**src/rtl/lrol_pkg.sv**
```systemverilog
// lrol_pkg: shared widths, constants and beat structs for the lagged ring overlap-add
// used by every module of the block, no dependencies
package lrol_pkg;

    localparam int CHAN_W     = 6;
    localparam int IDX_W      = 10;
    localparam int RSLOT_W    = 10;
    localparam int DATA_W     = 32;
    localparam int CL_W       = 10;
    localparam int OUT_ADDR_W = 10;
    localparam int CHAN_SPAN  = 1 << CHAN_W;
    localparam int MAX_IDX    = (1 << IDX_W) - 1;

    localparam logic [CL_W-1:0] CL_RESET = CL_W'(256);

    localparam int OQ_DEPTH = 4;
    localparam int OQ_PTR_W = 2;
    localparam int OQ_CNT_W = 3;

    localparam logic signed [DATA_W-1:0] SAT_MAX = {1'b0, {(DATA_W-1){1'b1}}};
    localparam logic signed [DATA_W-1:0] SAT_MIN = {1'b1, {(DATA_W-1){1'b0}}};

    typedef struct packed {
        logic                     valid;
        logic                     rd;
        logic                     acc;
        logic                     err;
        logic signed [DATA_W-1:0] sample;
        logic [OUT_ADDR_W-1:0]    slot_address;
        logic [OUT_ADDR_W-1:0]    pointer_after;
    } req_t;

    typedef struct packed {
        logic signed [DATA_W-1:0] slot_value;
        logic [OUT_ADDR_W-1:0]    slot_address;
        logic [OUT_ADDR_W-1:0]    pointer_after;
        logic                     saturated;
        logic                     index_error;
    } res_t;

endpackage

```
**src/rtl/lrol_outq.sv**
```systemverilog
// lrol_outq: small result queue that decouples the ring pipeline from the receiver
// depends on lrol_pkg
module lrol_outq (
    input  logic                           aclk,
    input  logic                           aresetn,
    input  logic                           push,
    input  lrol_pkg::res_t                 push_data,
    input  logic                           pop,
    output logic                           not_empty,
    output lrol_pkg::res_t                 head,
    output logic [lrol_pkg::OQ_CNT_W-1:0]  count
);

    lrol_pkg::res_t                   q_mem [lrol_pkg::OQ_DEPTH];
    logic [lrol_pkg::OQ_PTR_W-1:0]    wr_ptr_reg, rd_ptr_reg;
    logic [lrol_pkg::OQ_CNT_W-1:0]    cnt_reg, cnt_next;
    logic                             do_pop;

    assign not_empty = (cnt_reg != '0);
    assign head      = q_mem[rd_ptr_reg];
    assign count     = cnt_reg;
    assign do_pop    = pop && not_empty;

    always_comb begin
        cnt_next = cnt_reg;
        if (push && !do_pop) begin
            cnt_next = cnt_reg + 1'b1;
        end else if (!push && do_pop) begin
            cnt_next = cnt_reg - 1'b1;
        end
    end

    always_ff @(posedge aclk) begin
        if (!aresetn) begin
            wr_ptr_reg <= '0;
            rd_ptr_reg <= '0;
            cnt_reg    <= '0;
        end else begin
            if (push) begin
                wr_ptr_reg <= wr_ptr_reg + 1'b1;
            end
            if (do_pop) begin
                rd_ptr_reg <= rd_ptr_reg + 1'b1;
            end
            cnt_reg <= cnt_next;
        end
    end

    always_ff @(posedge aclk) begin
        if (push) begin
            q_mem[wr_ptr_reg] <= push_data;
        end
    end

endmodule

```
**config.mk**
```make
export PLATFORM = sky130hd
export DESIGN_NAME = lrol_outq
export DESIGN_NICKNAME = d
export VERILOG_FILES = /design/src/rtl/lrol_pkg.sv /design/src/rtl/lrol_outq.sv
export SDC_FILE = /design/constraint.sdc
export NUM_CORES = 1
export LEC_CHECK = 0
export ABC_AREA = 1
export BUFFER_PORTS_ARGS = -buffer_cell sky130_fd_sc_hd__buf_2
export CORE_ASPECT_RATIO = 2
export CORE_MARGIN = 4
export CORE_UTILIZATION = 57
export CTS_CLUSTER_DIAMETER = 30
export CTS_CLUSTER_SIZE = 8
export DETAILED_ROUTE_END_ITERATION = 16
export PLACE_DENSITY = 0.89
export SLEW_MARGIN = 20
export SYNTH_ARGS = -nofsm -noshare
export SYNTH_HDL_FRONTEND = slang
export SYNTH_SLANG_ARGS = --single-unit
```
**constraint.sdc**
```tcl
create_clock -name aclk -period 2.65 [get_ports aclk]
set_clock_uncertainty 0.15 [all_clocks]
set_input_delay 0.53 -clock aclk [delete_from_list [all_inputs] [get_ports aclk]]
set_output_delay 0.53 -clock aclk [all_outputs]
set_load 0.01 [all_outputs]
```
Word level (Yosys, flattened, before mapping). Memories as Yosys holds them, arrays and structs flattened. A register that Yosys moved wholly into a read port is not among the register bits. Index checks and enable logic that the tools add are counted.

Bits in registers: 7. Bits in writable memories: 216. Input port bits: 58. Output and inout port bits: 58. Logic and storage cells: 21. Memories: 1.

$add $sub $neg: 4. Multiplexer cells: 6. Reduce and logical (&&, ||, !) cells: 7.

Memories: q_mem (words 4, width 54, read ports 1, clocked after memory_dff 1, wr ports 1, line lrol_outq.sv:14) `lrol_pkg::res_t q_mem [lrol_pkg::OQ_DEPTH];`.

Operators with widths (number): $mux W3 (2); $add A2 B1 Y2 const B (2); $mux W2 (2); $add A3 B1 Y3 const B (1); $logic_and A1 B1 Y1 (3); $reduce_bool A3 Y1 (1); $sub A3 B1 Y3 const B (1); $logic_not A1 Y1 (2); $mux W1 (2); $reduce_bool A2 Y1 (1).

Longest topological paths before layout.
Depth after elaboration: 5. Mapped depth: 12. Depth with buffers taken out: 12.

Least setup slack after synthesis. OpenSTA, ideal clock, no wires.

Path type: register -> register. From: register wr_ptr_reg[0] in the netlist's numbering. To: memory q_mem[2][0] in the netlist's numbering (enable). Setup time: 408 ps. Data arrival time: 1642 ps. Data required time: 2092 ps. Setup slack: 450 ps. Stages on the path, launching flop included: 5. Buffers on the path: 0. Period minus slack after synthesis: 2200 ps. Path through: dfxtp_1 > inv_1 > ha_1 > nand2_1 > inv_1.

RTL lines: start: declaration (line lrol_outq.sv:15) `logic [lrol_pkg::OQ_PTR_W-1:0] wr_ptr_reg, rd_ptr_reg;`; start signal: assignment (line lrol_outq.sv:40) `wr_ptr_reg <= wr_ptr_reg + 1'b1;`; end: declaration (line lrol_outq.sv:14).

Straight into the memory's write port.

==> results.md <==
* Status: complete, no violations
* Final period utilization at 0.964
* Die area at approximately 17,000 um^2
* Clock slew at reported path FFs at 0.05 ns
* Port buffer count at approximately 120
* Compound-Gate Fraction of Synth Area at 0.109
* Post-Layout Inst Area at 10,400 um^2
* FF+latch count, synth at 225
* Fill cell count at roughly 910
* Synth warn at 0
* Number of I/O pins at roughly 120
* Yosys top cell area share at 0.768
* Top area cells in the synthesized netlist: edfxtp_1, o21ai_0, nor2_1
* CP dominant cell by count: buf_4
* Detailed Place HPWL at approximately 11,000 um
* Worst Hold Class: input port to flip-flop
* Final setup viols at 0
* Skew-Pair Late Insertion Delay at 0.46 ns
* DRT Pass-1 Iters at 7
* WL per Instance at 20.3 um
* CTS tree: yes
* Yosys top cell by area: edfxtp_1
* Crit path required time at slightly below 2 ns
* Register area share after synthesis at 0.790
* Vias in the first global route at 5,738
* Yosys cell types at 19
* First-pass GRT wire length at 29,200 um
* Proportion of synthesized area in mux cells at 0
* Total wire length at ~19,000 um
* Max reg flops at between 200 and 250
* Crit path kind: flip-flop to output port
* Post-route ant nets at 0
* # rows at 62
* Combinational family with the most area after synthesis: compound AO/OA/AOI/OAI gates
* Final hold viol count at 0
* Chip Width at 94.1 um
* Cts bufs inserted at 34
* Via count at 5,444
* Synth Instances at approximately 600
* Largest net degree at the start of global routing at 46
* DIE HEIGHT at 180 um
* Crit-path cells: buf_4 > buf_4 > o21ai_0 > o22ai_1 > buf_2
* Synthesized area at ~8400 um^2
* Crit-path max FO at 28
* Max-cap viol count at 0
* Post-Syn Nets at approximately 650
* Pwr/cell area at roughly 980 nW/um^2
* Adder-cell share of the synthesized area at 0.00978
* Top FF cell, synth: edfxtp_1
* Max VDD drop at ~800 uV
* Htree depth at 2
* Worst-case clock buffer depth at 3
* Arr. time, crit path at around 1.9 ns
* RSZ-0062 raised after global routing: false
* Most flops, register: q_mem
* Min Tclk post-route at about 2.6 ns
* Leakage power at between 3 and 4 nW
* GRT overflow at 0
* Crit-path slowest cell: dfxtp_4
* Initial antenna violation count at 4
* Root Driver: clkbuf_16
* Layout cell share with drive strength beyond 1 at 0.246
* Fmax at 392 MHz
* Area grow syn2layout at 22.7%
* GP Congestion at roughly 0.80
* Vias per cell at a little under 6
* Slowest cell delay on critical path at about 0.44 ns
* Setup ws final at 0.0964 ns
* Synth Area in Simple Gates at 0.0591
* Most numerous cell in the Yosys netlist: edfxtp_1
* CP endpoint kind: output port
* Top cells by count, synth: edfxtp_1, nor2_1, o21ai_0
* Slew Viols, Final at 0
* Violation count after the first detailed-route iteration at 428
* Tightest Pin Transition at between 0.4 and 0.5 ns
* Mean Syn Cell Area at between 10 and 15 um^2
* Post-Synth XOR/XNOR Area at 0.00104
* Drc violations at 0
* Startpoint types: flip-flop
* EDFF count, synth at approximately 220
* Async SR Flop Fraction at 0
* Pre-CTS setup slack at around 0.37 ns
* NumNets Final at 785
* Initial Utilization at 0.585
* Final total power at between 0.01 and 0.015 W
* GRT Resource Usage Total at 0.225
* Core area at 14,400 um^2
* CTS sink count at around 230
* Setup TNS at 0 ns
* Area post-placement at slightly above 9000 um^2
* Max-slew headroom at 0.705
-- layout by cell type (no fill, tap or decap) --
cell type,count
buf_6,2
inv_1,10
o21ai_0,96
o22ai_1,54
clkinv_8,1
fa_1,1
buf_2,115
diode_2,4
buf_8,1
buf_12,8
dfxtp_1,7
nor2_1,114
clkinv_2,1
xor2_1,1
o21ai_1,15
nand3_1,3
edfxtp_1,216
inv_2,4
clkbuf_1,17
clkbuf_8,1
a21oi_1,5
buf_4,9
clkbuf_16,37
ha_1,5
inv_4,1
nand2_1,15
dfxtp_4,2
-- worst paths after layout --
kind,from,end,slack (ns),cells past startpoint
setup / recovery,flip-flop,head[3],0.1,5
hold / removal,push_data[35],q_mem[2][35],0.11,1
setup reg to reg,count[1],count[2],0.62,12
hold reg to reg,rd_ptr_reg[1],flip-flop,0.40,2
-- cell type report --
type / instances / area (um^2) / area share
Antenna cell: 4 / 10.0 / 0.000966
Clock buffer: 55 / 1000 / 0.0969
Clock inverter: 1 / 5.00 / 0.000483
Inverter: 16 / 75.1 / 0.00725
Multi-Input combinational cell: 309 / 1510 / 0.146
Sequential cell: 225 / 6670 / 0.644
Tap cell: 192 / 240 / 0.0232
Timing Repair Buffer: 135 / 841 / 0.0812
-- report_power, final --
| group | internal, W | total [W] | switching (W) | leakage [nW] |
|---|---|---|---|---|
| logic | 0.000746 | 0.00208 | 0.00133 | 1.20 |
| clock network | 0.00255 | 0.00392 | 0.00136 | 0.487 |
| registers | 0.00410 | 0.00421 | 0.000109 | 2.06 |
| total | 0.00740 | 0.0102 | 0.00280 | 3.75 |
-- metrics by stage --
stage | hold WS, ns | instances | util
floorplan | 0.315 | 584 | -
detailed placement | 0.376 | 872 | 0.642
finish | 0.113 | 937 | 0.718
global placement | 0.325 | 872 | 0.642
CTS | 0.105 | 929 | 0.713
global route | 0.109 | 936 | 0.718
-- critical path, delay by kind of cell (launching register included) --
kind                   cells  cell delay, ns
buffers and inverters      3            0.59
DFF                        1            0.44
AOI/OAI and AO/OA          2            0.36
-- cell families (layout without fill, tap and decap cells) --
logic type / Yosys count / after routing
flip-flops: 225 / 225
AO/OA/AOI/OAI: 170 / 170
AND/OR/NAND/NOR: 132 / 132
buffers and inverters: 50 / 207
adder cells (fa/ha/maj): 6 / 6
XOR/XNOR: 1 / 1
other: 0 / 4
-- routing by layer --
| metal | GRT usage | vias up | part of all wire |
|---|---|---|---|
| met1 | 0.254 | 2656 | 0.35 |
| met3 | 0.0426 | 63 | 0.059 |
| met5 | 0 | - | 0.00037 |
| li1 | - | 2459 | - |
| met2 | 0.392 | 264 | 0.54 |
| met4 | 0.120 | 2 | 0.044 |
-- timing repair --
| action | 4_1_cts | 5_1_grt |
|---|---|---|
| pin swaps | 0 | 0 |
| hold buffers | 0 | 0 |
| setup buffers | 1 | 4 |
| endpoints found under the setup margin | 28 | 31 |
| resized for setup | 3 | 4 |
Power figures use the tool's default switching activity.
