## src/rtl/lrol_pkg.sv

```systemverilog
// lrol_pkg: shared widths, constants and beat structs for the lagged ring overlap-add
// used by every module of the block, no dependencies
package lrol_pkg;

    localparam int CHAN_W     = 6;
    localparam int IDX_W      = 10;
    localparam int RSLOT_W    = 10;
    localparam int DATA_W     = 32;
    localparam int CL_W       = 10;
    localparam int OUT_ADDR_W = 10;
    localparam int CHAN_SPAN  = 1 << CHAN_W;
    localparam int MAX_IDX    = (1 << IDX_W) - 1;

    localparam logic [CL_W-1:0] CL_RESET = CL_W'(256);

    localparam int OQ_DEPTH = 4;
    localparam int OQ_PTR_W = 2;
    localparam int OQ_CNT_W = 3;

    localparam logic signed [DATA_W-1:0] SAT_MAX = {1'b0, {(DATA_W-1){1'b1}}};
    localparam logic signed [DATA_W-1:0] SAT_MIN = {1'b1, {(DATA_W-1){1'b0}}};

    typedef struct packed {
        logic                     valid;
        logic                     rd;
        logic                     acc;
        logic                     err;
        logic signed [DATA_W-1:0] sample;
        logic [OUT_ADDR_W-1:0]    slot_address;
        logic [OUT_ADDR_W-1:0]    pointer_after;
    } req_t;

    typedef struct packed {
        logic signed [DATA_W-1:0] slot_value;
        logic [OUT_ADDR_W-1:0]    slot_address;
        logic [OUT_ADDR_W-1:0]    pointer_after;
        logic                     saturated;
        logic                     index_error;
    } res_t;

endpackage

```

## src/rtl/lrol_front.sv

```systemverilog
// lrol_front: write pointer, input stage and ring address computation
// depends on lrol_pkg
module lrol_front #(
    parameter int CHANNELS   = 64,
    parameter int RING_DEPTH = 1024,
    parameter int CH_W       = 6,
    parameter int SLOT_W     = 10
) (
    input  logic                             aclk,
    input  logic                             aresetn,
    input  logic                             accept,
    input  logic                             mode,
    input  logic [lrol_pkg::CHAN_W-1:0]      channel,
    input  logic [lrol_pkg::IDX_W-1:0]       chunk_index,
    input  logic [lrol_pkg::RSLOT_W-1:0]     ring_slot,
    input  logic signed [lrol_pkg::DATA_W-1:0] sample_value,
    input  logic                             end_of_chunk,
    input  logic [lrol_pkg::CL_W-1:0]        chunk_len,
    output lrol_pkg::req_t                   req,
    output logic [CH_W+SLOT_W-1:0]           req_addr
);

    localparam int CHOFF    = RING_DEPTH * ((lrol_pkg::CHAN_SPAN + RING_DEPTH - 1) / RING_DEPTH);
    localparam int RED_MAX  = (RING_DEPTH - 1) + lrol_pkg::MAX_IDX + CHOFF;
    localparam int RED_W    = $clog2(RED_MAX + 1);
    localparam int MULT_MAX = RED_MAX / RING_DEPTH;
    localparam int KS       = $clog2(MULT_MAX + 1);
    localparam int CMP_W    = 17;

    function automatic logic [SLOT_W-1:0] ring_mod(input logic [RED_W-1:0] x);
        logic [RED_W-1:0] r;
        r = x;
        for (int k = KS - 1; k >= 0; k--) begin
            if (r >= (RED_W'(RING_DEPTH) << k)) begin
                r = r - (RED_W'(RING_DEPTH) << k);
            end
        end
        return SLOT_W'(r);
    endfunction

    logic [SLOT_W-1:0]                wp_reg, wp_next;
    logic                             s1_valid_reg;
    logic                             s1_mode_reg;
    logic [lrol_pkg::CHAN_W-1:0]      s1_chan_reg;
    logic [lrol_pkg::IDX_W-1:0]       s1_idx_reg;
    logic [lrol_pkg::RSLOT_W-1:0]     s1_rslot_reg;
    logic signed [lrol_pkg::DATA_W-1:0] s1_sample_reg;
    logic [SLOT_W-1:0]                s1_wp_reg;

    logic [SLOT_W-1:0] slot;
    logic              chan_bad;
    logic              idx_bad;
    logic              rslot_bad;
    logic              err;

    always_comb begin
        wp_next = wp_reg;
        if (accept && !mode && end_of_chunk) begin
            wp_next = ring_mod(RED_W'(wp_reg) + RED_W'(chunk_len));
        end
    end

    always_ff @(posedge aclk) begin
        if (!aresetn) begin
            wp_reg       <= '0;
            s1_valid_reg <= 1'b0;
        end else begin
            wp_reg       <= wp_next;
            s1_valid_reg <= accept;
        end
    end

    always_ff @(posedge aclk) begin
        if (accept) begin
            s1_mode_reg   <= mode;
            s1_chan_reg   <= channel;
            s1_idx_reg    <= chunk_index;
            s1_rslot_reg  <= ring_slot;
            s1_sample_reg <= sample_value;
            s1_wp_reg     <= wp_reg;
        end
    end

    always_comb begin
        slot = ring_mod(RED_W'(s1_wp_reg) + RED_W'(s1_idx_reg) + RED_W'(CHOFF)
                        - RED_W'(s1_chan_reg));
        chan_bad  = (11'(s1_chan_reg) >= 11'(CHANNELS));
        idx_bad   = (11'(s1_idx_reg) >= (11'(chunk_len) + 11'(s1_chan_reg)));
        rslot_bad = (CMP_W'(s1_rslot_reg) >= CMP_W'(RING_DEPTH));
        err       = s1_mode_reg ? (chan_bad || rslot_bad) : (chan_bad || idx_bad);

        req.valid         = s1_valid_reg;
        req.rd            = s1_mode_reg;
        req.acc           = !s1_mode_reg && (11'(s1_idx_reg) < 11'(s1_chan_reg));
        req.err           = err;
        req.sample        = s1_sample_reg;
        req.pointer_after = lrol_pkg::OUT_ADDR_W'(wp_reg);
        if (s1_mode_reg) begin
            req.slot_address = s1_rslot_reg;
            req_addr         = {CH_W'(s1_chan_reg), SLOT_W'(s1_rslot_reg)};
        end else begin
            req.slot_address = err ? '0 : lrol_pkg::OUT_ADDR_W'(slot);
            req_addr         = {CH_W'(s1_chan_reg), slot};
        end
    end

endmodule

```

## config.mk

```make
export PLATFORM = sky130hd
export DESIGN_NAME = lrol_front
export DESIGN_NICKNAME = d
export VERILOG_FILES = /design/src/rtl/lrol_pkg.sv /design/src/rtl/lrol_front.sv
export SDC_FILE = /design/constraint.sdc
export NUM_CORES = 1
export LEC_CHECK = 0
export ABC_AREA = 1
export BUFFER_PORTS_ARGS = -buffer_cell sky130_fd_sc_hd__buf_2
export CORE_ASPECT_RATIO = 1.75
export CORE_MARGIN = 2
export CORE_UTILIZATION = 30
export DETAILED_ROUTE_END_ITERATION = 10
export PLACE_DENSITY_LB_ADDON = 0.2
export SLEW_MARGIN = 20
export SYNTH_ARGS = -nofsm -noshare
export SYNTH_HDL_FRONTEND = slang
export SYNTH_SLANG_ARGS = --single-unit
```

## constraint.sdc

```tcl
create_clock -name aclk -period 5.9 [get_ports aclk]
set_clock_uncertainty 0.15 [all_clocks]
set_input_delay 0.59 -clock aclk [delete_from_list [all_inputs] [get_ports aclk]]
set_output_delay 0.59 -clock aclk [all_outputs]
set_load 0.02 [all_outputs]
```

---- Yosys cells after proc, flatten, opt, wreduce, memory -nomap -nowiden ----
Index checks and enable logic that the tools add are counted.
storage, ports and cells
  register bits ........................... 80
  bits in latches ......................... 0
  bits in writable memories ............... 0
  memory bits (read-only) ................. 0
  output and inout port bits .............. 72
  memories ................................ 0
operators by class
  $add $sub $neg .......................... 9
  $mul .................................... 0
  div/mod/pow operators ................... 0
  magnitude comparators ................... 6
  equal/unequal tests ..................... 0
  shift operators ......................... 0
  mux-type cells .......................... 9
  bitwise operators ....................... 0
  reduce and logical (&&, ||, !) cells .... 5
operators by type and width
  cell                                                                 count
  2-to-1 mux 10 bit                                                    5
  2-to-1 mux 12 bit                                                    3
  greater-or-equal comparator 12 x 11 -> 1 bit, second input constant  2
  adder 10 x 10 -> 11 bit                                              2
  subtractor 10 x 1 -> 10 bit, second input constant                   2
  adder 11 x 11 -> 12 bit, second input constant                       1
  greater-or-equal comparator 11 x 12 -> 1 bit, second input constant  1
  greater-or-equal comparator 12 bit, second input constant            1
  subtractor 11 x 12 -> 12 bit, second input constant                  1
  subtractor 12 bit, second input constant                             1
  subtractor 12 x 6 -> 12 bit                                          1
  adder 10 x 6 -> 11 bit                                               1
  greater-or-equal comparator 10 x 11 -> 1 bit                         1
  less-than comparator 10 x 6 -> 1 bit                                 1
  logical AND 1 bit                                                    3
  logical NOT 1 bit                                                    2
  2-to-1 mux 1 bit                                                     1

---- Longest topological paths before layout ----
  word-level depth ........................ 9
  mapped depth ............................ 21
  mapped depth without buffers ............ 21

---- Worst setup path before layout ----
OpenSTA, ideal clock, no wires.
  kind .................................... input-to-output
  from .................................... in chunk_len[0] (netlist bit)
  to ...................................... out req[13] (netlist bit)
  data arrival time ....................... 2.880 ns
  data required time ...................... 5.160 ns
  setup slack ............................. 2.280 ns
  cell stages on the path ................. 21
  path buffers ............................ 0
  path through ............................ ha_1 > inv_1 > fa_1 > o21ai_2 > nand2_1 > nand2_1 > nand2_2 > nand2_4 > xnor2_1 > ha_1 > nand2_1 > inv_1 > a21oi_1 > nand2_1 > nand2_1 > nand3_1 > nand2_1 > nand2_2 > nand3_1 > nand2_1 > inv_1
RTL lines
  element      line              text
  from (decl)  lrol_front.sv:18  input logic [lrol_pkg::CL_W-1:0] chunk_len,
  to (decl)    lrol_front.sv:19  output lrol_pkg::req_t req,

==> metrics <==
Tot GR Track Use 14.3%; Net Switching 0.551 mW; H-tree levels 3; leakage power 2.96 nW; buffers added on ports 144; vias per cell 4.49; largest cells by area after synthesis edfxtp_1 (45%), ha_1 (12%), nand2_1 (7.5%); Rel. slew slack 40.1%; hold path cells 1; DR vias 3,632; critical path's most frequent cell nand2_1; Max Freq 236 MHz; outcome finished clean; FFs w/ async S/R, synth 0%; Sequential Power Share 38.9%; Root Buffer clkbuf_16; Num CTS Buffers 9; Core Area 14,900 µm²; clock share of power 33.2%; mean post-synth cell area 9.75 µm²; clock slew at reported path FFs 0.06 ns; Post-DP HPWL 9310 µm; Die Footprint 16,300 µm²; DRT Pass-1 Iters 4; fin crit share 71.9%; worst path arrival time 3.50 ns; post_cts resized 0; Post-Syn Nets 593; grt ovf 0; type of the most critical hold path input pin to register; ys flop type edfxtp_1; Final Max Slew Viols 0; post-synthesis sequential area ratio 50.1%; critical path launch point type register; max reg flops 32; Setup crit end kind output port; final setup fails 0; crit-path max FO 10; initial cell density of the core 30.7%; Post-synth EDFFs 69; number of clock sinks 80; final hold violation count 0; vias in the first global route 3,748; hold_buf cts 0; Int Power 1.21 mW; WS Path Type register to output port; setup_tns 0 ns; Area Growth Syn to Fin 27.2%; Peak VDD IR 177 µV; post-synthesis cell area 4570 µm²; crit-path max cell delay 0.49 ns; area share of the largest cell type after synthesis 45.3%; std cell rows 59; Post CTS Setup Buffer Count 0; combinational power share 27.9%; n_diodes 0; Die Span Y 167 µm; Worst-Skew Late Latency 0.33 ns; CTS tree done; Switching Share 31.3%; RD Place Congestion 0.830; worst hold margin 0.274 ns; Cell variety after synth 32; Pwr per Cell Area 303 nW/µm²; WL/cell 14.0 µm; max_cap viols 0; commonest cells after routing, fill and taps aside buf_2 (144), nand2_1 (91), inv_1 (87); synthesized instance count 469; RSZ-0062 raised after global routing false; clk buf depth 2; worst-margin pin slew 0.898 ns; first-pass GRT wire length 18,200 µm; WP data required 5.16 ns; leading area contributor after synthesis edfxtp_1; minimum clock period 4.24 ns; reg2reg path depth 9; Detail Route Antenna Nets 0; largest net degree at the start of global routing 71; final net count 745; final WL 11,300 µm; layout cells sized above 1 28.0%; Initial DRC Count 87; initial antenna violation count 0; # fillers 1,553; die width 97.3 µm; Synth Register Bits 80; Syn. warnings 0; Post-route DRC 0; # IOs 145; CP Cell Sequence ha_1 -> a21oi_1 -> o21ai_0 -> a21oi_1 -> o21ai_0 -> nand2_1 -> xor2_1 -> ha_1 -> nand2_1 -> nor2_1 -> nand4_1 -> nand3_1 -> nand2_1 -> nand2_2 -> nand3_1 -> nand2_1 -> inv_1 -> buf_2; Crit-path slowest cell edfxtp_1; commonest non-fill, non-tap cell in the layout buf_2
-- logic make-up (layout without fill, tap and decap cells) --
logic type | Yosys count | count (layout) | synth area share [%]
adder cells (fa/ha/maj) | 51 | 51 | 15.3
XOR/XNOR | 16 | 16 | 3.07
AO/OA/AOI/OAI | 58 | 58 | 7.31
flip-flops | 80 | 80 | 50.1
AND/OR/NAND/NOR | 172 | 172 | 16.3
buffers and inverters | 92 | 249 | 7.88
-- critical path: cells and delay by family, from the launching register on --
kind,cells,cell delay (ns)
DFF,1,0.49
and+or+nand+nor,9,0.86
adders and majority gates,2,0.70
xor gates and xnor gates,1,0.15
AOI/OAI and AO/OA,4,0.80
buffers and inverters,2,0.17
-- power by group through the flow --
stage	Sequential, mW	Combinational [mW]	Clock, mW
after detailed placement	0.699	0.497	0
final	0.685	0.492	0.585
after CTS	0.687	0.499	0.605
after global routing	0.691	0.560	0.622
after floorplan	0.722	0.310	0
after global placement	0.699	0.491	0
-- through the flow --
stage / util [%] / std cells / setup WS [ns] / area [µm²] / power (mW)
after floorplan: - / 469 / 2.28 / 4570 / 1.03
after global placement: 36.9 / 793 / 1.87 / 5500 / 1.19
after detailed placement: 36.9 / 793 / 1.83 / 5500 / 1.20
after CTS: 39.0 / 809 / 1.60 / 5820 / 1.79
after global routing: 39.0 / 809 / 1.37 / 5820 / 1.87
final: 39.0 / 809 / 1.66 / 5820 / 1.76
-- path summary, 6_finish.rpt --
path                            slack, ns                       to                startpoint
worst max register to register       3.75   wp_reg[8]$_SDFFE_PN0P_    wp_reg[0]$_SDFFE_PN0P_
worst min register to register       0.34   s1_wp_reg[4]$_DFFE_PP_    wp_reg[4]$_SDFFE_PN0P_
worst min-delay path                 0.27  s1_idx_reg[0]$_DFFE_PP_            chunk_index[0]
worst max-delay path                 1.66                  req[12]  s1_chan_reg[2]$_DFFE_PP_
-- synthesized netlist by cell type, types with 3 or more instances --
library cell and instances:
o21ai_2 3, nand2_2 5, nand4_1 7, a21oi_1 27, a21o_1 3, nand3_1 30, fa_1 8, xnor2_1 6
dfxtp_1 11, o21ai_0 17, inv_1 87, xor2_1 10, ha_1 43, edfxtp_1 69, buf_4 4, nand2_1 91
nor2_1 31
-- layout make-up --
type / count / area (µm²) / area share, %
clock buffers: 10 / 229 / 3.94
clock inverters: 6 / 83.8 / 1.44
inverters: 87 / 327 / 5.62
multi-input cells: 297 / 1920 / 33.0
flip-flops and latches: 80 / 2290 / 39.4
well taps: 183 / 229 / 3.94
repair buffers: 146 / 736 / 12.7
-- layer usage --
metal / up-vias / GRT usage [%] / wire (µm)
li1: 1864 / - / -
met1: 1623 / 13.6 / 3930
met2: 126 / 28.7 / 6390
met3: 19 / 3.88 / 785
met4: 0 / 4.95 / 233
met5: - / 0 / 0
Power figures use the tool's default switching activity.
